`src/sv/rtpt_pkg.sv`:
```
package rtpt_pkg;

   localparam int EdgeWidth  = 33;
   localparam int ProdWidth  = 66;
   localparam int CrossWidth = 67;
   localparam int DotWidth   = 102;
   // cross values split into a 33-bit unsigned low part and a 34-bit signed high part
   localparam int SplitWidth = 33;
   localparam int CfgIdxWidth = 3;

   localparam logic [CfgIdxWidth-1:0] CfgOriginX = 3'd0;
   localparam logic [CfgIdxWidth-1:0] CfgOriginY = 3'd1;
   localparam logic [CfgIdxWidth-1:0] CfgOriginZ = 3'd2;
   localparam logic [CfgIdxWidth-1:0] CfgDirX    = 3'd3;
   localparam logic [CfgIdxWidth-1:0] CfgDirY    = 3'd4;
   localparam logic [CfgIdxWidth-1:0] CfgDirZ    = 3'd5;
   localparam logic [CfgIdxWidth-1:0] CfgEps     = 3'd6;

   // at most one command per sequencer step
   typedef struct packed {
      logic load;
      logic xprod;
      logic dot_lo;
      logic dot_hi;
      logic decide;
   } cmd_type;

endpackage

```
`src/sv/rtpt_ctrl.sv`:
```
module rtpt_ctrl (
   input  logic             clock,
   input  logic             reset,
   input  logic             req_tvalid,
   output logic             req_tready,
   input  logic             rsp_free,
   output rtpt_pkg::cmd_type cmd
);
   import rtpt_pkg::*;

   typedef enum logic [5:0] {
      IDLE   = 6'b000001,
      CROSS  = 6'b000010,
      DOT_LO = 6'b000100,
      DOT_HI = 6'b001000,
      DECIDE = 6'b010000,
      WAIT   = 6'b100000
   } state_type;

   state_type state_ff, state_in;

   assign req_tready = (state_ff == IDLE) && !reset;

   always_comb begin
      state_in = state_ff;
      cmd = '0;
      case (state_ff)
         IDLE: begin
            if (req_tvalid && req_tready) begin
               cmd.load = 1'b1;
               state_in = CROSS;
            end
         end
         CROSS: begin
            cmd.xprod = 1'b1;
            state_in = DOT_LO;
         end
         DOT_LO: begin
            cmd.dot_lo = 1'b1;
            state_in = DOT_HI;
         end
         DOT_HI: begin
            cmd.dot_hi = 1'b1;
            state_in = WAIT;
         end
         WAIT: begin
            if (rsp_free) state_in = DECIDE;
         end
         DECIDE: begin
            cmd.decide = 1'b1;
            state_in = IDLE;
         end
         default: state_in = IDLE;
      endcase
   end

   always_ff @(posedge clock) begin
      if (reset) state_ff <= IDLE;
      else state_ff <= state_in;
   end

   a_decide_after_wait: assert property (@(posedge clock) disable iff (reset)
      cmd.decide |-> $past(state_ff == WAIT)) else $error("decide out of order");
   a_one_cmd: assert property (@(posedge clock) disable iff (reset)
      $onehot0(cmd)) else $error("overlapping commands");
   a_load_idle: assert property (@(posedge clock) disable iff (reset)
      cmd.load |=> state_ff == CROSS) else $error("load did not start");
endmodule

```
`config.mk`:
```
export PLATFORM = sky130hd
export DESIGN_NAME = rtpt_ctrl
export DESIGN_NICKNAME = d
export VERILOG_FILES = /design/src/sv/rtpt_pkg.sv /design/src/sv/rtpt_ctrl.sv
export SDC_FILE = /design/constraint.sdc
export NUM_CORES = 1
export LEC_CHECK = 0
export BUFFER_PORTS_ARGS = -buffer_cell sky130_fd_sc_hd__buf_2
export CAP_MARGIN = 40
export CORE_AREA = 2 2 39 41
export CTS_CLUSTER_SIZE = 24
export DETAILED_ROUTE_END_ITERATION = 16
export DIE_AREA = 0 0 41 43
export PLACE_DENSITY_LB_ADDON = 0.25
export SLEW_MARGIN = 20
export SYNTH_ARGS = -nofsm -noshare
export SYNTH_HDL_FRONTEND = slang
export SYNTH_SLANG_ARGS = --single-unit
export TNS_END_PERCENT = 1
```
`constraint.sdc`:
```
create_clock -name clock -period 1.6 [get_ports clock]
set_input_delay 0.48 -clock clock [delete_from_list [all_inputs] [get_ports clock]]
set_output_delay 0.48 -clock clock [all_outputs]
set_load 0.005 [all_outputs]
```
==> metrics.txt, run 1 <==
setup TNS=-1.96 ns; crit path max fanout=3; Syn Inst Count=34; nets@finish=73; die area=0.00176 sq mm; synthesized net count=38; total design power=0.000387 W; syn_area_per_cell=10.3 sq um; fraction of layout cells with a size suffix above 1=0.701; TritonCTS Buffers=3; Die W=41 microns; Routed WL per cell=12.7 microns; DR pass1 iterations=4; clk buf depth=2; ys flop type=dfxtp_1; DRT antenna net count=0; synthesized flop and latch total=6; Reg-to-Reg End=state_ff[5]$_SDFFE_PP0P_; Max VDD drop=349 uV; initial antenna violation count=0; placed insts=71; GRT Total Usage=0.142; drt initial violations=8; asr flop ratio synth=0; sequential share of the synthesized area=0.343; max_cap viols=0; row count=14; Buf/Inv on CP=1; Reg2Reg Setup Slack=-0.25 ns; crit path DAT=1.47 ns; library cells used by synthesis=23; slowest stage delay, CP=0.56 ns; gr ovfl total=0; Clock transition at path regs=0.04 ns; status=finished, violations left; power per cell area=589 mW/mm^2; crit path time final=1.95 ns; clock sink count=6; largest net degree at the start of global routing=8; CTS Root Buffer Type=clkbuf_4; hold_ws=0.452 ns; Worst setup SP type=flop; starting density of the core=0.253; actual slew at the worst max-slew pin=0.430 ns; final WL=1.05 mm; Critical Path RT=1.12 ns; endpoint class of the critical path=output pin; failing checks=negative setup slack; RSZ-0062 raised after global routing=yes; final instance area=657 sq um; clk_skew=0.00327 ns; Top Family by Delay on Critical Path=simple AND/OR/NAND/NOR gates; Crit-path slowest cell=or4_4; drt drc=0; Buffers on Ports=9; EDFF count, synth=0; hold crit path type=input pin to flop; Final Max Tran Viols=0; area of the core=0.00138 sq mm; GP Congestion=0.691; register with the most flip-flops=state_ff; Fmax=0.514 GHz; global-route wire length before repair=1.68 mm; Ys Warns=0; # hold bufs at CTS=0; min-delay src=reset; Clk Latency, worst-skew pair=0.23 ns; Mapped Area=350 sq um; H-tree depth=1; DIE HEIGHT=43 microns; Final Hold Viols=0; Largest register FFs=6; crit path kind=flop to output pin; final cell count without fillers=83; Top-Level Pins=10; vias=394; Hold EP=state_ff[1]$_SDFFE_PP0P_; Largest regs=state_ff (6); reg2reg path depth=10; DP Area=505 sq um; ANT cells=0; vias per std cell=4.75; worst path cell trace=or4_4, nor3b_4, buf_2; FF-to-FF Start=state_ff[1]$_SDFFE_PP0P_; Hold Crit Depth=2; Slew HR=0.712; final setup fails=9; vias in the first global route=396; Final WS setup=-0.346 ns; area delta synth->final=87.5%; Lkg Pwr=0.295 nW; Tcrit/Tclk final=1.22; CTS tree=built
[cell type report]
type / instances / area (sq um)
clock buffer: 3 / 22.5
fill: 137 / 727
inverter: 1 / 3.75
multi-input combinational: 27 / 253
sequential: 6 / 125
tap: 16 / 20.0
timing repair buffer: 30 / 233
[where the power goes]
group	switching (W)	internal, W
clock	0.0000469	0.0000843
sequential	0.00000608	0.000157
combinational	0.0000390	0.0000539
total	0.0000920	0.000295
[repair_timing]
item | in CTS | in global routing
pin swaps | 7 | 3
gates resized for setup | 13 | 4
endpoints found under the setup margin | 8 | 9
buffers inserted | 7 | 2
[Yosys cell counts, types with 2 or more instances]
library cell  n  area [sq um]
nor3b_1       3          22.5
nor3b_2       2          25.0
and3b_1       3          26.3
dfxtp_1       6           120
nor2_1        2          7.51
[per-stage QoR]
step / util / setup WS (ns)
5_1_grt: 0.475 / -0.390
3_3_place_gp: 0.365 / -0.142
2_1_floorplan: - / 0.00117
3_5_place_dp: 0.365 / -0.120
6_report: 0.475 / -0.346
4_1_cts: 0.451 / -0.338
[cell usage in the layout (no fill, tap or decap), types with 2 or more instances in the layout]
cell / n
clkbuf_4: 3
or4_4: 2
nor2_1: 2
buf_4: 13
nor3b_2: 2
buf_6: 8
buf_2: 9
dfxtp_1: 2
and3b_1: 3
dfxtp_2: 4
nor3b_1: 2
[worst max path at each step]
stage / from / to / slack [ns] / depth (start not counted)
floorplan: state_ff[3]$_SDFFE_PP0P_ / cmd[2] / 0.001 / 2
global placement: state_ff[3]$_SDFFE_PP0P_ / cmd[2] / -0.14 / 3
detailed placement: state_ff[1]$_SDFFE_PP0P_ / cmd[2] / -0.12 / 4
CTS: state_ff[2]$_SDFFE_PP0P_ / cmd[1] / -0.34 / 3
global route: state_ff[2]$_SDFFE_PP0P_ / cmd[4] / -0.39 / 5
finish: state_ff[3]$_SDFFE_PP0P_ / cmd[2] / -0.35 / 3
[cells by family after synthesis]
kind of cell / after synthesis / share of synthesized area
compound gates: 5 / 0.111
xor+xnor: 1 / 0.0250
flops: 6 / 0.343
buf+inv: 1 / 0.0107
simple gates: 21 / 0.511
[routing by layer]
metal  vias up  share of wire  global-route usage
met5         -              0                   0
met1       187           0.43               0.175
met2         7           0.55               0.234
li1        200              -                   -
met4         0              0              0.0600
met3         0          0.019              0.0157
No activity file was read; power rests on OpenSTA's default activity.
==> run 2: changes to the inputs <==
--- a/config.mk
+++ b/config.mk
@@ -5,6 +5,7 @@
 export SDC_FILE = /design/constraint.sdc
 export NUM_CORES = 1
 export LEC_CHECK = 0
+export ABC_AREA = 1
 export BUFFER_PORTS_ARGS = -buffer_cell sky130_fd_sc_hd__buf_2
 export CAP_MARGIN = 40
 export CORE_AREA = 2 2 39 41
==> run 2 against run 1 <==
  * The flow still finishes with violations (negative setup slack)
  * Utilization is 5.9 points lower
  * Critical path depth up 3
  * Hold slack improved by 0.032 ns
  * Clock-buffer cell count unchanged
  * First-iteration DRC count decreased by 25%
  * Area after synthesis is 6.8% higher
  * Final cell count grew 8.4%
  * Routed wire length fell by 26%
  * Power up 0.26%
  * Critical path type unchanged
==> metrics.txt, run 2 <==
status=finished, violations left; failing checks=negative setup slack; Clock transition at path regs=0.04 ns; Tcrit/Tclk final=1.01; Largest register FFs=6; DR pass1 iterations=4; ys flop type=dfxtp_1; Mapped Area=374 sq um; starting density of the core=0.270; Final Hold Viols=0; hold crit path type=input pin to flop; Post-Synth XOR/XNOR Area=0; endpoint class of the critical path=output pin; clk buf depth=2; worst path cell trace=nor2_4, nand2_4, nor2_4, inv_2, nor3_2, buf_2; post-synthesis mux area share=0; nets@finish=80; main combinational cell family by area after synthesis=simple AND/OR/NAND/NOR gates; final cell count without fillers=90; TritonCTS Buffers=3; commonest non-fill, non-tap cell in the layout=inv_1; Final WS setup=-0.0133 ns; FF-to-FF Start=state_ff[4]$_SDFFE_PP0P_; Slew HR=0.878; main area contributors after synthesis=dfxtp_1, inv_1, nor2_4, nor2_1, nand3_1; Die W=41 microns; largest net degree at the start of global routing=9; Routed WL per cell=8.70 microns; # hold bufs at CTS=0; Clk Latency, worst-skew pair=0.24 ns; crit path max fanout=3; Lkg Pwr=0.303 nW; H-tree depth=1; RSZ-0062 raised after global routing=yes; final WL=783 microns; Crit-path slowest cell=dfxtp_2; CTS tree=built; Buffers on Ports=9; synthesized flop and latch total=6; Critical Path RT=1.12 ns; GRT Total Usage=0.102; drt drc=0; ANT cells=0; Synth Area in Adders=0; CTS Root Buffer Type=clkbuf_4; commonest cells after routing, fill and taps aside=inv_1, buf_4, buf_2; Fmax=0.620 GHz; clk_skew=0.00255 ns; crit path kind=flop to output pin; DIE HEIGHT=43 microns; total design power=0.000388 W; drt initial violations=6; crit path from=state_ff[4]$_SDFFE_PP0P_; vias in the first global route=302; slowest stage delay, CP=0.33 ns; min-delay src=rsp_free; setup TNS=-0.0133 ns; actual slew at the worst max-slew pin=0.183 ns; Simple-Gate Fraction of Synth Area=0.468; final setup fails=1; asr flop ratio synth=0; Syn Inst Count=52; DRT antenna net count=0; most numerous cell in the Yosys netlist=inv_1; Top Family by Delay on Critical Path=simple AND/OR/NAND/NOR gates; Buf/Inv on CP=2; global-route wire length before repair=1.22 mm; top cells by count, synth=inv_1, dfxtp_1, nor2_1; power per cell area=674 mW/mm^2; vias per std cell=4.28; Final Max Tran Viols=0; area fraction in compound gates after synthesis=0.0502; area of the core=0.00138 sq mm; CP most frequent cell=nor2_4; Fill cells=137; EDFF count, synth=0; Largest regs=state_ff (6); final core utilization=0.416; GP Congestion=0.763; clock sink count=6; Max VDD drop=380 uV; max_cap viols=0; Setup WS pre-CTS=0.169 ns; synthesized net count=56; area delta synth->final=53.8%; dpl hpwl=504 microns; initial antenna violation count=0; syn_area_per_cell=7.19 sq um; crit path DAT=1.13 ns; fraction of layout cells with a size suffix above 1=0.649; Ys Warns=0; row count=14; placed insts=76; sequential share of the synthesized area=0.321; area share of the largest cell type after synthesis=0.321; multi-input logic area=216 sq um; die area=0.00176 sq mm; vias=385; Top-Level Pins=10; area leader, netlist=dfxtp_1; gr ovfl total=0; register with the most flip-flops=state_ff; Worst setup SP type=flop; register area=126 sq um; crit path time final=1.61 ns; library cells used by synthesis=16
run 2: cell count changes in the layout (fill, tap and decap cells not counted), moves of 3 or more:
cell     previous run  this run
nand2_1             0         4
inv_2               0         3
nor2_2              0         4
nor2_4              0         4
buf_6               8         2
buf_4              13        10
inv_1               1        11
and3b_1             3         0
run 2: timing repair:
item	in CTS	in global routing
setup buffers	8	3
pin swaps	4	5
endpoints found under the setup margin	2	6
hold endpoints to repair	0	0
gates resized for setup	2	13
run 2: worst min-delay path: stages:
cell,delay [ns]
buf_2,0.10
nand3_1,0.07
nor2_1,0.03
run 2: final cells by class:
cell class	instances	area share
clock buffers	3	0.0391
inverters	14	0.0913
multi-input cells	31	0.376
flip-flops and latches	6	0.220
well taps	16	0.0348
repair buffers	20	0.239
run 2: cell families (layout without fill, tap and decap cells):
family                 count (synthesis)  count (layout)
AOI/OAI and AO/OA                      3               3
DFF                                    6               6
and+or+nand+nor                       28              28
buffers and inverters                 15              37
run 2: stage by stage:
step                hold WS, ns  instance area [sq um]
finish                    0.484                    576
global route              0.471                    576
CTS                       0.486                    517
detailed placement        0.540                    432
global placement          0.544                    432
floorplan                 0.517                    374
run 2: routing by layer:
layer	global-route usage	routed length (microns)
met2	0.119	368
met1	0.155	366
met3	0.0314	33
met5	0	0
met4	0.0600	16
run 2: worst paths after layout:
path                                   end  slack, ns  cells after the start
setup / recovery                    cmd[4]      -0.01                      6
setup reg to reg  state_ff[0]$_SDFFE_PP1P_       0.53                      7
hold reg to reg   state_ff[2]$_SDFFE_PP0P_       0.55                      2
hold / removal    state_ff[4]$_SDFFE_PP0P_       0.48                      3
run 2: power breakdown:
part	switching, W	internal [W]
combinational	0.0000453	0.0000417
clock	0.0000526	0.0000847
sequential	0.00000729	0.000156
==> run 3: changes to the inputs <==
--- a/config.mk
+++ b/config.mk
@@ -12,9 +12,8 @@
 export CTS_CLUSTER_SIZE = 24
 export DETAILED_ROUTE_END_ITERATION = 16
 export DIE_AREA = 0 0 41 43
-export PLACE_DENSITY_LB_ADDON = 0.25
 export SLEW_MARGIN = 20
 export SYNTH_ARGS = -nofsm -noshare
 export SYNTH_HDL_FRONTEND = slang
 export SYNTH_SLANG_ARGS = --single-unit
-export TNS_END_PERCENT = 1
+export TNS_END_PERCENT = 5
==> run 3 against run 2 <==
  * The run still ends with negative setup slack left
  * Setup slack lost 0.0077 ns
  * Via count shrank 3.6%
  * Final cell count shrank 4.4%
  * Die area is the same
  * Utilization shrank 3.6 points
  * Highest routed layer unchanged
==> metrics.txt, run 3 (synthesis results as in run 2) <==
gr ovfl total=0; Setup WS pre-CTS=0.143 ns; Critical Path RT=1.12 ns; Tcrit/Tclk final=1.01; Psw=0.000105 W; Worst setup SP type=flop; Buffers on Ports=9; Largest register FFs=6; drt drc=0; hold crit path type=input pin to flop; row count=14; DRT antenna net count=0; sequential share of power=0.425; starting density of the core=0.270; vias=371; CTS tree=built; Lkg Pwr=0.287 nW; register area=126 sq um; clk buf depth=2; vias per std cell=4.31; DP Area=432 sq um; multi-input logic area=206 sq um; Sw Ratio=0.272; crit path kind=flop to output pin; Comb power frac=0.222; status=finished, violations left; RSZ-0062 raised after global routing=yes; nets@finish=76; Top-Level Pins=10; clk_skew=0.000936 ns; FF-to-FF Start=state_ff[4]$_SDFFE_PP0P_; max_cap viols=0; Slew HR=0.886; Int Pwr=0.000281 W; Clock transition at path regs=0.04 ns; Final Max Tran Viols=0; H-tree depth=1; Clk Latency, worst-skew pair=0.24 ns; clock power share=0.353; min-delay src=rsp_free; Routed WL per cell=9.79 microns; dpl hpwl=582 microns; crit path from=state_ff[4]$_SDFFE_PP0P_; largest net degree at the start of global routing=9; global-route wire length before repair=1.35 mm; Fmax=0.617 GHz; final setup fails=2; final instance area=526 sq um; area delta synth->final=40.5%; CTS Root Buffer Type=clkbuf_4; failing checks=negative setup slack; vias in the first global route=338; Final Hold Viols=0; crit path time final=1.62 ns; total design power=0.000386 W; Largest regs=state_ff (6); crit path DAT=1.14 ns; TritonCTS Buffers=3; fraction of layout cells with a size suffix above 1=0.557; crit path max fanout=3; die area=0.00176 sq mm; ANT cells=0; drt initial violations=15; DR pass1 iterations=4; commonest non-fill, non-tap cell in the layout=inv_1; commonest cells after routing, fill and taps aside=inv_1, buf_2, buf_4; initial antenna violation count=0; actual slew at the worst max-slew pin=0.170 ns; Max VDD drop=481 uV; Final WS setup=-0.0210 ns; register with the most flip-flops=state_ff; DIE HEIGHT=43 microns; GRT Total Usage=0.119; area of the core=0.00138 sq mm; endpoint class of the critical path=output pin; power per cell area=734 mW/mm^2; final WL=842 microns; Die W=41 microns; GP Congestion=0.758; hold_ws=0.491 ns; Fill cells=142; clock sink count=6; Reg2Reg Setup Slack=0.49 ns
==> run 3: path summary, 6_finish.rpt <==
| path | endpoint | cells after the start |
|---|---|---|
| worst max-delay path | cmd[4] | 6 |
| worst min-delay path | state_ff[4]$_SDFFE_PP0P_ | 3 |
| worst max register to register | state_ff[0]$_SDFFE_PP1P_ | 7 |
| worst min register to register | state_ff[2]$_SDFFE_PP0P_ | 2 |
==> run 3: area by class of cell <==
type | instances | area share
multi-input combinational | 31 | 0.393
sequential | 6 | 0.240
clock buffer | 3 | 0.0429
timing repair buffer | 16 | 0.186
tap | 16 | 0.0381
inverter | 14 | 0.100
==> run 3: what timing repair did <==
action / CTS / global route
gates cloned: 0 / 0
buffers inserted: 7 / 0
hold buffers: 0 / 0
endpoints found under the setup margin: 2 / 6
pin swaps: 4 / 2
resized for setup: 5 / 3
==> run 3: per-stage QoR <==
step,setup TNS [ns],cells,utilization
6_report,-0.0372,86,0.380
5_1_grt,-0.412,86,0.380
4_1_cts,-0.130,86,0.374
3_5_place_dp,0,76,0.312
3_3_place_gp,0,76,0.312
2_1_floorplan,0,52,-
==> run 3: power groups by stage <==
stage	Combinational [W]	Clock [W]	Sequential [W]
after floorplan	0.0000543	0	0.000165
after global routing	0.0000951	0.000150	0.000165
after detailed placement	0.0000692	0	0.000166
final	0.0000857	0.000136	0.000164
after CTS	0.0000829	0.000145	0.000163
after global placement	0.0000670	0	0.000166
==> run 3: metal layers <==
metal	global-route usage	up-vias	part of all wire
li1	-	196	-
met1	0.127	165	0.37
met2	0.181	8	0.57
met3	0.0314	2	0.029
met4	0.100	0	0.027
met5	0	-	0
==> run 3: critical path, cell delays in order (launching register included) <==
cell and delay [ns]:
dfxtp_2 0.32, nor2_4 0.14, nand2_4 0.08, nor2_4 0.10, inv_2 0.05, nor3_2 0.08, buf_2 0.12
